===== src/hdl/wavhdr_pkg.sv =====
// ---------------------------------------------------------------------------
// wavhdr_pkg
// Transfer types and constants for the WAV header stream parser.
// ---------------------------------------------------------------------------
package wavhdr_pkg;

    localparam logic [31:0] TAG_RIFF = 32'h4646_4952;
    localparam logic [31:0] TAG_WAVE = 32'h4556_4157;
    localparam logic [31:0] TAG_DATA = 32'h6174_6164;
    localparam logic [31:0] TAG_FACT = 32'h7463_6166;

    localparam logic [31:0] FMT_WITH_EXTRA = 32'd18;
    localparam logic [31:0] FACT_BODY      = 32'd8;

    localparam logic [1:0] KIND_HEADER = 2'd0;
    localparam logic [1:0] KIND_DATA   = 2'd1;
    localparam logic [1:0] KIND_ERROR  = 2'd2;

    localparam logic [1:0] ERR_BAD_RIFF     = 2'd0;
    localparam logic [1:0] ERR_BAD_WAVE     = 2'd1;
    localparam logic [1:0] ERR_DATA_MISSING = 2'd2;

    typedef struct packed {
        logic [7:0] in_byte;
        logic       end_of_file;
    } item_t;

    typedef struct packed {
        logic [1:0]  result_kind;
        logic [1:0]  error_code;
        logic [15:0] audio_format;
        logic [15:0] channels;
        logic [31:0] sample_rate;
        logic [31:0] byte_rate;
        logic [15:0] block_align;
        logic [15:0] bits_per_sample;
        logic        signed_samples;
        logic [7:0]  data_byte;
        logic        last_data;
    } result_t;

endpackage


===== src/hdl/wav_header_stream_parser.sv =====
// ---------------------------------------------------------------------------
// wav_header_stream_parser
// Byte-wide RIFF/WAVE header parser: checks tags, captures fmt fields, skips
// other chunks, emits one header transfer or an error, then passes audio bytes through.
// Each result is registered into the result register, or into the skid entry when that is held.
// Throughput: one byte per cycle while the skid entry is empty; the state update for a
// byte is one combinational step into the parser registers.
// A two-entry output stage (result register plus skid) decouples the sides.
// Reset: asynchronous, active low; parser waits for the RIFF tag.
// ---------------------------------------------------------------------------
module wav_header_stream_parser
    import wavhdr_pkg::*;
(
    input  logic    clk,
    input  logic    rst_n,
    input  logic    item_valid,
    output logic    item_stall,
    input  item_t   item,
    output logic    result_valid,
    input  logic    result_stall,
    output result_t result
);

    localparam logic [3:0] PH_RIFF   = 4'd0;
    localparam logic [3:0] PH_WAVE   = 4'd1;
    localparam logic [3:0] PH_FMTSZ  = 4'd2;
    localparam logic [3:0] PH_FORMAT = 4'd3;
    localparam logic [3:0] PH_CHAN   = 4'd4;
    localparam logic [3:0] PH_RATE   = 4'd5;
    localparam logic [3:0] PH_BRATE  = 4'd6;
    localparam logic [3:0] PH_ALIGN  = 4'd7;
    localparam logic [3:0] PH_BITS   = 4'd8;
    localparam logic [3:0] PH_EXTRA  = 4'd9;
    localparam logic [3:0] PH_TAG    = 4'd10;
    localparam logic [3:0] PH_SIZE   = 4'd11;
    localparam logic [3:0] PH_SKIP   = 4'd12;
    localparam logic [3:0] PH_DSIZE  = 4'd13;
    localparam logic [3:0] PH_DATA   = 4'd14;
    localparam logic [3:0] PH_ERR    = 4'd15;

    function automatic logic [3:0] phase_len(input logic [3:0] ph);
        logic [3:0] len;
        len = 4'd0;
        unique case (ph)
            PH_RIFF, PH_RATE, PH_BRATE, PH_TAG, PH_SIZE, PH_DSIZE: len = 4'd4;
            PH_WAVE, PH_FMTSZ:                                  len = 4'd8;
            PH_FORMAT, PH_CHAN, PH_ALIGN, PH_BITS, PH_EXTRA:    len = 4'd2;
            default:                                            len = 4'd0;
        endcase
        return len;
    endfunction

    logic [3:0]  phase_reg, phase_next;
    logic [2:0]  pos_reg, pos_next;
    logic [31:0] shift_reg, shift_next;
    logic [31:0] skip_reg, skip_next;
    logic [31:0] fmt_len_reg, fmt_len_next;
    logic [15:0] format_reg, format_next;
    logic [15:0] chan_reg, chan_next;
    logic [31:0] rate_reg, rate_next;
    logic [31:0] brate_reg, brate_next;
    logic [15:0] align_reg, align_next;
    logic [15:0] bits_reg, bits_next;

    logic        out_valid_reg, skid_valid_reg;
    result_t     out_data_reg, skid_data_reg;

    logic        accept, produce, out_take;
    result_t     res;
    logic [31:0] assembled;
    logic [3:0]  pos_inc;
    logic [31:0] skip_dec;

    assign accept     = item_valid & ~skid_valid_reg;
    assign item_stall = skid_valid_reg;
    assign out_take   = out_valid_reg & ~result_stall;
    assign pos_inc    = {1'b0, pos_reg} + 4'd1;
    assign skip_dec   = (skip_reg != 32'd0) ? skip_reg - 32'd1 : skip_reg;
    assign assembled  = (pos_reg[1:0] == 2'd0) ? {24'd0, item.in_byte}
                      : shift_reg | ({24'd0, item.in_byte} << {pos_reg[1:0], 3'b000});

    always_comb
    begin
        phase_next   = phase_reg;
        pos_next     = pos_reg;
        shift_next   = shift_reg;
        skip_next    = skip_reg;
        fmt_len_next = fmt_len_reg;
        format_next  = format_reg;
        chan_next    = chan_reg;
        rate_next    = rate_reg;
        brate_next   = brate_reg;
        align_next   = align_reg;
        bits_next    = bits_reg;
        res          = '0;
        produce      = 1'b0;

        if (accept)
        begin
            if (phase_reg <= PH_DSIZE && phase_reg != PH_SKIP)
            begin
                shift_next = assembled;
                if (pos_inc >= phase_len(phase_reg))
                begin
                    pos_next = 3'd0;
                    unique case (phase_reg)
                        PH_RIFF:
                        begin
                            if (assembled != TAG_RIFF)
                            begin
                                res.result_kind = KIND_ERROR;
                                res.error_code  = ERR_BAD_RIFF;
                                produce         = 1'b1;
                                phase_next      = PH_ERR;
                            end
                            else
                            begin
                                phase_next = PH_WAVE;
                            end
                        end
                        PH_WAVE:
                        begin
                            if (assembled != TAG_WAVE)
                            begin
                                res.result_kind = KIND_ERROR;
                                res.error_code  = ERR_BAD_WAVE;
                                produce         = 1'b1;
                                phase_next      = PH_ERR;
                            end
                            else
                            begin
                                phase_next = PH_FMTSZ;
                            end
                        end
                        PH_FMTSZ:
                        begin
                            fmt_len_next = assembled;
                            phase_next   = PH_FORMAT;
                        end
                        PH_FORMAT:
                        begin
                            format_next = assembled[15:0];
                            phase_next  = PH_CHAN;
                        end
                        PH_CHAN:
                        begin
                            chan_next  = assembled[15:0];
                            phase_next = PH_RATE;
                        end
                        PH_RATE:
                        begin
                            rate_next  = assembled;
                            phase_next = PH_BRATE;
                        end
                        PH_BRATE:
                        begin
                            brate_next = assembled;
                            phase_next = PH_ALIGN;
                        end
                        PH_ALIGN:
                        begin
                            align_next = assembled[15:0];
                            phase_next = PH_BITS;
                        end
                        PH_BITS:
                        begin
                            bits_next  = assembled[15:0];
                            phase_next = (fmt_len_reg == FMT_WITH_EXTRA) ? PH_EXTRA : PH_TAG;
                        end
                        PH_EXTRA:
                        begin
                            phase_next = PH_TAG;
                        end
                        PH_TAG:
                        begin
                            if (assembled == TAG_DATA)
                            begin
                                res.result_kind     = KIND_HEADER;
                                res.audio_format    = format_reg;
                                res.channels        = chan_reg;
                                res.sample_rate     = rate_reg;
                                res.byte_rate       = brate_reg;
                                res.block_align     = align_reg;
                                res.bits_per_sample = bits_reg;
                                res.signed_samples  = (bits_reg > 16'd8);
                                produce             = 1'b1;
                                phase_next          = PH_DSIZE;
                            end
                            else if (assembled == TAG_FACT)
                            begin
                                skip_next  = FACT_BODY;
                                phase_next = PH_SKIP;
                            end
                            else
                            begin
                                phase_next = PH_SIZE;
                            end
                        end
                        PH_SIZE:
                        begin
                            skip_next  = assembled;
                            phase_next = (assembled == 32'd0) ? PH_TAG : PH_SKIP;
                        end
                        default:
                        begin
                            phase_next = PH_DATA;
                        end
                    endcase
                end
                else
                begin
                    pos_next = pos_inc[2:0];
                end
            end
            else if (phase_reg == PH_SKIP)
            begin
                skip_next = skip_dec;
                if (skip_dec == 32'd0)
                begin
                    phase_next = PH_TAG;
                    pos_next   = 3'd0;
                end
            end
            else if (phase_reg == PH_DATA)
            begin
                res.result_kind = KIND_DATA;
                res.data_byte   = item.in_byte;
                res.last_data   = item.end_of_file;
                produce         = 1'b1;
            end

            if (item.end_of_file)
            begin
                if (!produce && phase_reg <= PH_SKIP)
                begin
                    res             = '0;
                    res.result_kind = KIND_ERROR;
                    res.error_code  = ERR_DATA_MISSING;
                    produce         = 1'b1;
                end
                phase_next = PH_RIFF;
                pos_next   = 3'd0;
                shift_next = 32'd0;
                skip_next  = 32'd0;
            end
        end
    end

    always_ff @(posedge clk or negedge rst_n)
    begin
        if (!rst_n)
        begin
            phase_reg   <= PH_RIFF;
            pos_reg     <= 3'd0;
            shift_reg   <= 32'd0;
            skip_reg    <= 32'd0;
            fmt_len_reg <= 32'd0;
            format_reg  <= 16'd0;
            chan_reg    <= 16'd0;
            rate_reg    <= 32'd0;
            brate_reg   <= 32'd0;
            align_reg   <= 16'd0;
            bits_reg    <= 16'd0;
        end
        else
        begin
            phase_reg   <= phase_next;
            pos_reg     <= pos_next;
            shift_reg   <= shift_next;
            skip_reg    <= skip_next;
            fmt_len_reg <= fmt_len_next;
            format_reg  <= format_next;
            chan_reg    <= chan_next;
            rate_reg    <= rate_next;
            brate_reg   <= brate_next;
            align_reg   <= align_next;
            bits_reg    <= bits_next;
        end
    end

    // result register with skid entry
    always_ff @(posedge clk or negedge rst_n)
    begin
        if (!rst_n)
        begin
            out_valid_reg  <= 1'b0;
            skid_valid_reg <= 1'b0;
        end
        else if (skid_valid_reg)
        begin
            if (out_take)
            begin
                out_valid_reg  <= 1'b1;
                skid_valid_reg <= 1'b0;
            end
        end
        else if (!out_valid_reg || out_take)
        begin
            out_valid_reg <= produce;
        end
        else if (produce)
        begin
            skid_valid_reg <= 1'b1;
        end
    end

    always_ff @(posedge clk)
    begin
        if (skid_valid_reg)
        begin
            if (out_take)
            begin
                out_data_reg <= skid_data_reg;
            end
        end
        else if (!out_valid_reg || out_take)
        begin
            out_data_reg <= res;
        end
        else if (produce)
        begin
            skid_data_reg <= res;
        end
    end

    assign result_valid = out_valid_reg;
    assign result       = out_data_reg;

    a_skid_needs_out: assert property (@(posedge clk) disable iff (!rst_n)
        skid_valid_reg |-> out_valid_reg)
        else $error("skid entry held with empty result register");

    a_data_gives_result: assert property (@(posedge clk) disable iff (!rst_n)
        (accept && phase_reg == PH_DATA) |=> out_valid_reg)
        else $error("audio byte transfer lost");

    a_skip_nonzero: assert property (@(posedge clk) disable iff (!rst_n)
        (phase_reg == PH_SKIP) |-> (skip_reg != 32'd0))
        else $error("skip phase with zero count");

    a_err_sticky: assert property (@(posedge clk) disable iff (!rst_n)
        (phase_reg == PH_ERR && !(accept && item.end_of_file)) |=> (phase_reg == PH_ERR))
        else $error("left error phase without end of file");

endmodule


===== config.mk =====
export PLATFORM = sky130hd
export DESIGN_NAME = wav_header_stream_parser
export DESIGN_NICKNAME = d
export VERILOG_FILES = /design/src/hdl/wavhdr_pkg.sv /design/src/hdl/wav_header_stream_parser.sv
export SDC_FILE = /design/constraint.sdc
export NUM_CORES = 1
export LEC_CHECK = 0
export ABC_AREA = 1
export BUFFER_PORTS_ARGS = -buffer_cell sky130_fd_sc_hd__buf_2
export CAP_MARGIN = 20
export CORE_UTILIZATION = 60
export DETAILED_ROUTE_END_ITERATION = 8
export GPL_TIMING_DRIVEN = 0
export PLACE_DENSITY = 0.84
export RECOVER_POWER = 100
export SETUP_SLACK_MARGIN = 0.15
export SLEW_MARGIN = 15
export SYNTH_ARGS = -nofsm -noshare
export SYNTH_HDL_FRONTEND = slang
export SYNTH_SLANG_ARGS = --single-unit
export TNS_END_PERCENT = 20

===== constraint.sdc =====
create_clock -name clk -period 17.5 [get_ports clk]
set_clock_uncertainty 0.1 [all_clocks]
set_input_delay 0.875 -clock clk [delete_from_list [all_inputs] [get_ports clk]]
set_output_delay 0.875 -clock clk [all_outputs]
set_load 0.05 [all_outputs]

=== Yosys cells after proc, flatten, opt, wreduce, memory -nomap -nowiden ===
Memory sizes are Yosys's and may differ from the RTL's.
Cells that the tools add are included.

* Add/subtract/negate cells: 2
* Reductions and logical operators: 27
* $lt $le $gt $ge: 4
* Bitwise gates (word level): 6
* Shifts and indexed selects: 1
* Equal/unequal tests: 24
* Muxes and demuxes: 69

{| class="wikitable"
|+ Operator list
! kind !! count
|-
| $mux 142 || 6
|-
| $mux 32 || 10
|-
| $mux 129 || 2
|-
| $mux 133 || 1
|-
| $mux 131 || 1
|-
| $eq 32x31->1 const B || 2
|-
| $logic_not 32->1 || 2
|-
| $ne 32x31->1 const B || 2
|-
| $pmux 32 s2 || 1
|-
| $mux 4 || 12
|-
| $pmux 4 s12 || 1
|-
| $eq 32x5->1 const B || 1
|-
| $or 32x32->32 || 1
|-
| $reduce_and 4->1 || 8
|-
| $reduce_bool 32->1 || 1
|-
| $shl 8x5->32 || 1
|-
| $sub 32x1->32 const B || 1
|-
| $mux 9 || 3
|-
| $eq 4x4->1 const B || 6
|-
| $mux 3 || 7
|-
| $mux 1 || 20
|-
| $eq 4x3->1 const B || 4
|-
| $gt 16x4->1 const B || 1
|-
| $ne 4x4->1 const B || 3
|-
| other kinds (23) || 36
|}

* Bits in read-only memories: 48
* Bits in registers: 517
* Output and inout bits: 144
* Memories kept: 1

{| class="wikitable"
|+ Memory list
! name !! words !! width !! read ports !! clocked after Yosys merged registers in !! write ports !! line !! RTL
|-
| (name not given) || 16 || 3 || 1 || 0 || 0 || wav_header_stream_parser.sv:44 || <nowiki>unique case (ph)</nowiki>
|}

=== Depth between registers and ports, before layout ===
* Depth in word-level cells: 17
* Mapped depth: 21
* Gate-level depth less buffers: 19

=== Least setup slack after synthesis ===
No wires, ideal clock.

* Path kind: register to register
* Start: register pos_reg[0]
* End: register skid_data_reg[0] in the netlist's numbering, enable pin
* Library setup time: 645 ps
* Clock period less this slack: 8924 ps
* Slack: 8576 ps
* Cell stages (with the launch flop): 20
* Data arrival time: 8180 ps
* Buffers on the path: 4
* Data required time: 16755 ps
* Cells stage by stage: dfrtp_1 -> inv_2 -> buf_4 -> ha_1 -> buf_6 -> buf_2 -> nor2_1 -> nand2_1 -> nand2_1 -> clkbuf_1 -> nand2_1 -> nor2_1 -> nand2_1 -> nor2_1 -> nand3_1 -> nand3_1 -> nand2_1 -> nand3_1 -> nand2_1 -> nor2_1

* Word-level cells in the longest chain between the ends: 15

{| class="wikitable"
|+ RTL lines
! element !! line !! RTL
|-
| start: declaration || wav_header_stream_parser.sv:54 || <nowiki>logic [2:0] pos_reg, pos_next;</nowiki>
|-
| start signal: assignment || wav_header_stream_parser.sv:268 || <nowiki>pos_reg <= pos_next;</nowiki>
|-
| $shl 8x5->32 || wav_header_stream_parser.sv:80 || <nowiki>: shift_reg | ({24'd0, item.in_byte} << {pos_reg[1:0], 3'b000});</nowiki>
|-
| $or 32x32->32 || wav_header_stream_parser.sv:80 ||
|-
| $mux 32 || wav_header_stream_parser.sv:79 || <nowiki>assign assembled = (pos_reg[1:0] == 2'd0) ? {24'd0, item.in_byte}</nowiki>
|-
| $eq 32x31->1 (tied with other cells) || wav_header_stream_parser.sv:176 || <nowiki>if (assembled == TAG_DATA)</nowiki>
|-
| $mux 1 (on tied branches) || wav_header_stream_parser.sv:176, wav_header_stream_parser.sv:109, wav_header_stream_parser.sv:123 ||
|-
| $pmux 1 s3 || wav_header_stream_parser.sv:106 || <nowiki>unique case (phase_reg)</nowiki>
|-
| $mux 1 * || wav_header_stream_parser.sv:103 || <nowiki>if (pos_inc >= phase_len(phase_reg))</nowiki>
|-
| $mux 1 * || wav_header_stream_parser.sv:100 || <nowiki>if (phase_reg <= PH_DSIZE && phase_reg != PH_SKIP)</nowiki>
|-
| $mux 1 * || wav_header_stream_parser.sv:98 || <nowiki>if (accept)</nowiki>
|-
| $logic_not 1->1 || wav_header_stream_parser.sv:234 || <nowiki>if (!produce && phase_reg <= PH_SKIP)</nowiki>
|-
| $logic_and 1x1->1 || wav_header_stream_parser.sv:234 ||
|-
| $mux 1 || wav_header_stream_parser.sv:234 ||
|-
| $mux 1 * || wav_header_stream_parser.sv:232 || <nowiki>if (item.end_of_file)</nowiki>
|-
| $mux 1 * || wav_header_stream_parser.sv:98 ||
|-
| $reduce_and 3->1 (no line) * || -- ||
|-
| end signal: assignment || wav_header_stream_parser.sv:322 || <nowiki>skid_data_reg <= res;</nowiki>
|-
| end: declaration || wav_header_stream_parser.sv:66 || <nowiki>result_t out_data_reg, skid_data_reg;</nowiki>
|}

Every way passes the cells marked *; elsewhere a longest branch is shown, timed or not. The select of a mux whose other input is x is not followed.
A chain may end at the register's enable or synchronous reset.

=== Worst setup path after layout ===
* Start: register pos_reg[0]
* End: register skid_data_reg[93] in the netlist's numbering, enable pin

The elaborated chain is that of the path after synthesis.

==> results.toml <==
[synthesis]
synth_cells = 2436
yosys_most_used_dff = "sky130_fd_sc_hd__edfxtp_1"
postSynthRegisterBits = 517
synth_warnings = 0
synth-async-reset-ratio_pct = 45.1
synth-simple-area-share_pct = 22.7
yosys-top-cells-area = "sky130_fd_sc_hd__edfxtp_1 37%, sky130_fd_sc_hd__dfrtp_1 25%, sky130_fd_sc_hd__nand2_1 14%, sky130_fd_sc_hd__o21ai_0 5.2%, sky130_fd_sc_hd__inv_1 3.7%"
synth_edf_count = 284
synth_top_cell_area_share_pct = 37.0
netlist_area_um2 = 23000
netlist_top_cells_count = "830 x sky130_fd_sc_hd__nand2_1, 284 x sky130_fd_sc_hd__edfxtp_1, 241 x sky130_fd_sc_hd__o21ai_0"
synth_adder_area_share_pct = 0.597
synth_area_in_xor_xnor_pct = 0.228
synth_area_in_compound_gates_pct = 7.32
synth_top_family_by_area = "simple AND/OR/NAND/NOR gates"
synth_largest_area_cell = "sky130_fd_sc_hd__edfxtp_1"
synthesized_nets = 2460
synth.most_common_cell = "sky130_fd_sc_hd__nand2_1"
syn-mean-instance-area_um2 = 9.46
synth.yosys.seq_area_share_pct = 62.3
muxShareOfSynthArea_pct = 0
synth.distinct_cells = 41

[placed_design]
portBuffers = 155
detailed_place_hpwl_mm = 41.9
placement.cell_area_um2 = 24700
gp_routability_congestion = 0.947

[clock_tree]
cts_hold_buffers = 0
h-tree-depth = 2
tritoncts.num_buffers = 50
cts_tree = "done"
cts_repair_resize_count = 0
cts.clk_slew.worst_paths_ns = 0.06
clockRootBuffer = "sky130_fd_sc_hd__clkbuf_16"
cts_sinks = 517
clk_latency_worst_skew_pair_ns = 0.60
post-cts-setup-buffers = 0
max-clock-path-buffers = 3

[floorplanning]
die_boundary_height_um = 198
die-area_um2 = 39200
start_util_pct = 61.0
std_cell_rows = 71
design.portCount = 157
core-area_um2 = 37800
die_width_um = 198

[detailed_routing]
antenna_violating_nets_remaining = 0
drt-wirelength-per-cell_um = 19.3
drt_first_iter_violations = 2021
wl_met1_mm = 25.4
met3WireLength_mm = 5.45
routed_vias_inst = 5.71
drc = 0
vias = 18300
routed_wl_mm = 61.9
drt_first_pass_iters = 7
topRoutingLayerUsed = "met5"
met2RoutedLength_mm = 28.8

[timing]
timing.final.crit_period_ns = 10.24
final_setup_viols = 0
max-slew-margin-rel_pct = -279
totalNegativeSetupSlack_ns = 0
slew_viol_final = 486
final.period_utilization_pct = 58.5
timing_worst_slew_pin_value_ns = 5.69
max_freq_mhz = 97.7
rsz0062_at_grt = "false"
finalHoldViolCount = 0
worst_hold_slack_ns = 0.387

[critical_path]
max_stage_delay_ns = 1.34
worst_r2r_path_depth = 21
crit_start = "pos_reg[0]$_DFFE_PN0P_"
critical_path.reg2reg.startpoint = "pos_reg[0]$_DFFE_PN0P_"
worst_setup_path_end_kind = "flop"
cp_num_buf_inv = 9
worstReg2RegEnd = "skid_data_reg[93]$_DFFE_PP_"
cpMostUsedCell = "sky130_fd_sc_hd__clkbuf_1"
crit_path_top_delay_cell = "sky130_fd_sc_hd__clkbuf_1"
setup.worst_path.class = "reg -> reg"
critPathArrivalTime_ns = 10.32
path_delay_family = "buffers and inverters"
r2r_slack_ns = 7.26
worst_setup_path_start_kind = "flop"
maximum_net_fanout_on_the_critical_path = 31
cp_cell_sequence = "inv_1 > clkbuf_1 > ha_1 > clkbuf_1 > clkinv_1 > clkbuf_1 > nand2_1 > nand2_1 > nor2_1 > nand2_1 > nor2_1 > nand3_1 > nand3_1 > nand2_1 > nand3_1 > nand2_1 > nor2_1 > clkbuf_1 > clkbuf_1 > clkbuf_1 > clkbuf_1"
worstPathRequired_ns = 17.58

[status]
result_of_the_run = "finished, violations left"
violations = "max-capacitance violations, max-slew violations"

[final_layout]
post_route_cells_drive_above_1_share_pct = 6.16
post-route-util_pct = 68.0
nets = 2677
post-route-cell-area_um2 = 25700
area_growth_from_synthesis_to_final_layout_pct = 11.4

[global_route]
vias_in_the_first_global_route = 17500
wire_length_of_the_first_global_routing_pass_mm = 95.5
number_of_antenna_violations_at_the_first_check_in_global_routing = 2
largest_net_degree_at_the_start_of_global_routing = 109
grt_overflow_total = 0
gr-usage-all-layers_pct = 32.1

[power]
static-leakage-power_nw = 12.4
max-vdd-ir-drop_mv = 0.0855
pwr_density_cell_nw_per_um2 = 91.8

[hold_path]
hold_class = "reg -> reg"
min-delay-start = "rate_reg[10]$_DFFE_PN0P_"
hold_path_depth = 2
hold_path_end = "rate_reg[10]$_DFFE_PN0P_"

[run]
max-cap-violations = 9
-- logic make-up (layout without fill, tap and decap cells) --
group,Yosys count,count (layout)
compound gates,321,321
xor+xnor,6,6
fa+ha+maj,11,11
buf+inv,357,615
flops,517,517
other cells,0,1
simple gates,1224,1224
-- power breakdown --
part | total [mW] | switching, mW | internal, mW
combinational | 0.0286 | 0.0251 | 0.00347
sequential | 1.28 | 0 | 1.28
clock | 1.06 | 0.464 | 0.591
total | 2.36 | 0.489 | 1.87
-- per-layer routing --
layer | up-vias | track usage (%)
li1 | 8336 | -
met1 | 8833 | 44.4
met2 | 927 | 50.7
met3 | 194 | 6.25
met4 | 6 | 12.0
met5 | - | 0
-- per-stage QoR --
step,setup slack [ns],power (mW),cells
2_1_floorplan,8.58,1.31,2436
3_3_place_gp,5.34,1.33,3102
3_5_place_dp,12.48,1.33,3112
4_1_cts,12.47,2.37,3205
5_1_grt,6.56,2.41,3205
6_report,7.26,2.36,3206
-- layout make-up --
| type | instances | area, um2 |
|---|---|---|
| Inverter | 248 | 931 |
| Tap cell | 511 | 639 |
| Antenna cell | 1 | 2.50 |
| Clock buffer | 71 | 1450 |
| Timing Repair Buffer | 165 | 632 |
| Sequential cell | 517 | 14400 |
| Buffer | 109 | 477 |
| Fill cell | 2898 | 12100 |
| Multi-Input combinational cell | 1562 | 7050 |
| Clock inverter | 22 | 149 |
-- worst reg2reg max path, delay by kind of cell (launching register included) --
family | cells | cell delay [ns]
adder cells (fa/ha/maj) | 1 | 0.23
flip-flops | 1 | 0.39
AND/OR/NAND/NOR | 11 | 2.86
buffers and inverters | 9 | 6.20
-- placed cells by master (no fill, tap or decap), drive strengths merged, types with 11 or more instances in the layout --
| master | netlist | routed |
|---|---|---|
| nor2 | 191 | 191 |
| nor4 | 12 | 12 |
| ha | 11 | 11 |
| dfrtp | 233 | 233 |
| buf | 44 | 28 |
| clkbuf | 65 | 317 |
| nand2 | 892 | 892 |
| o22ai | 29 | 29 |
| edfxtp | 284 | 284 |
| nand3 | 99 | 99 |
| o21ai | 261 | 261 |
| inv | 248 | 250 |
| a21oi | 13 | 13 |
| nand4 | 21 | 21 |
| clkinv | 0 | 17 |
-- worst max-delay path by stage --
stage / to / slack (ns) / depth (start not counted)
after floorplan: skid_data_reg[0]$_DFFE_PP_ / 8.58 / 19
after detailed placement: skid_data_reg[92]$_DFFE_PP_ / 12.48 / 23
after CTS: skid_data_reg[90]$_DFFE_PP_ / 12.47 / 23
after global routing: skid_data_reg[90]$_DFFE_PP_ / 6.56 / 21
final: skid_data_reg[93]$_DFFE_PP_ / 7.26 / 21
after global placement: skid_data_reg[92]$_DFFE_PP_ / 5.34 / 19
Note: power is estimated with default switching activity, not from simulation.
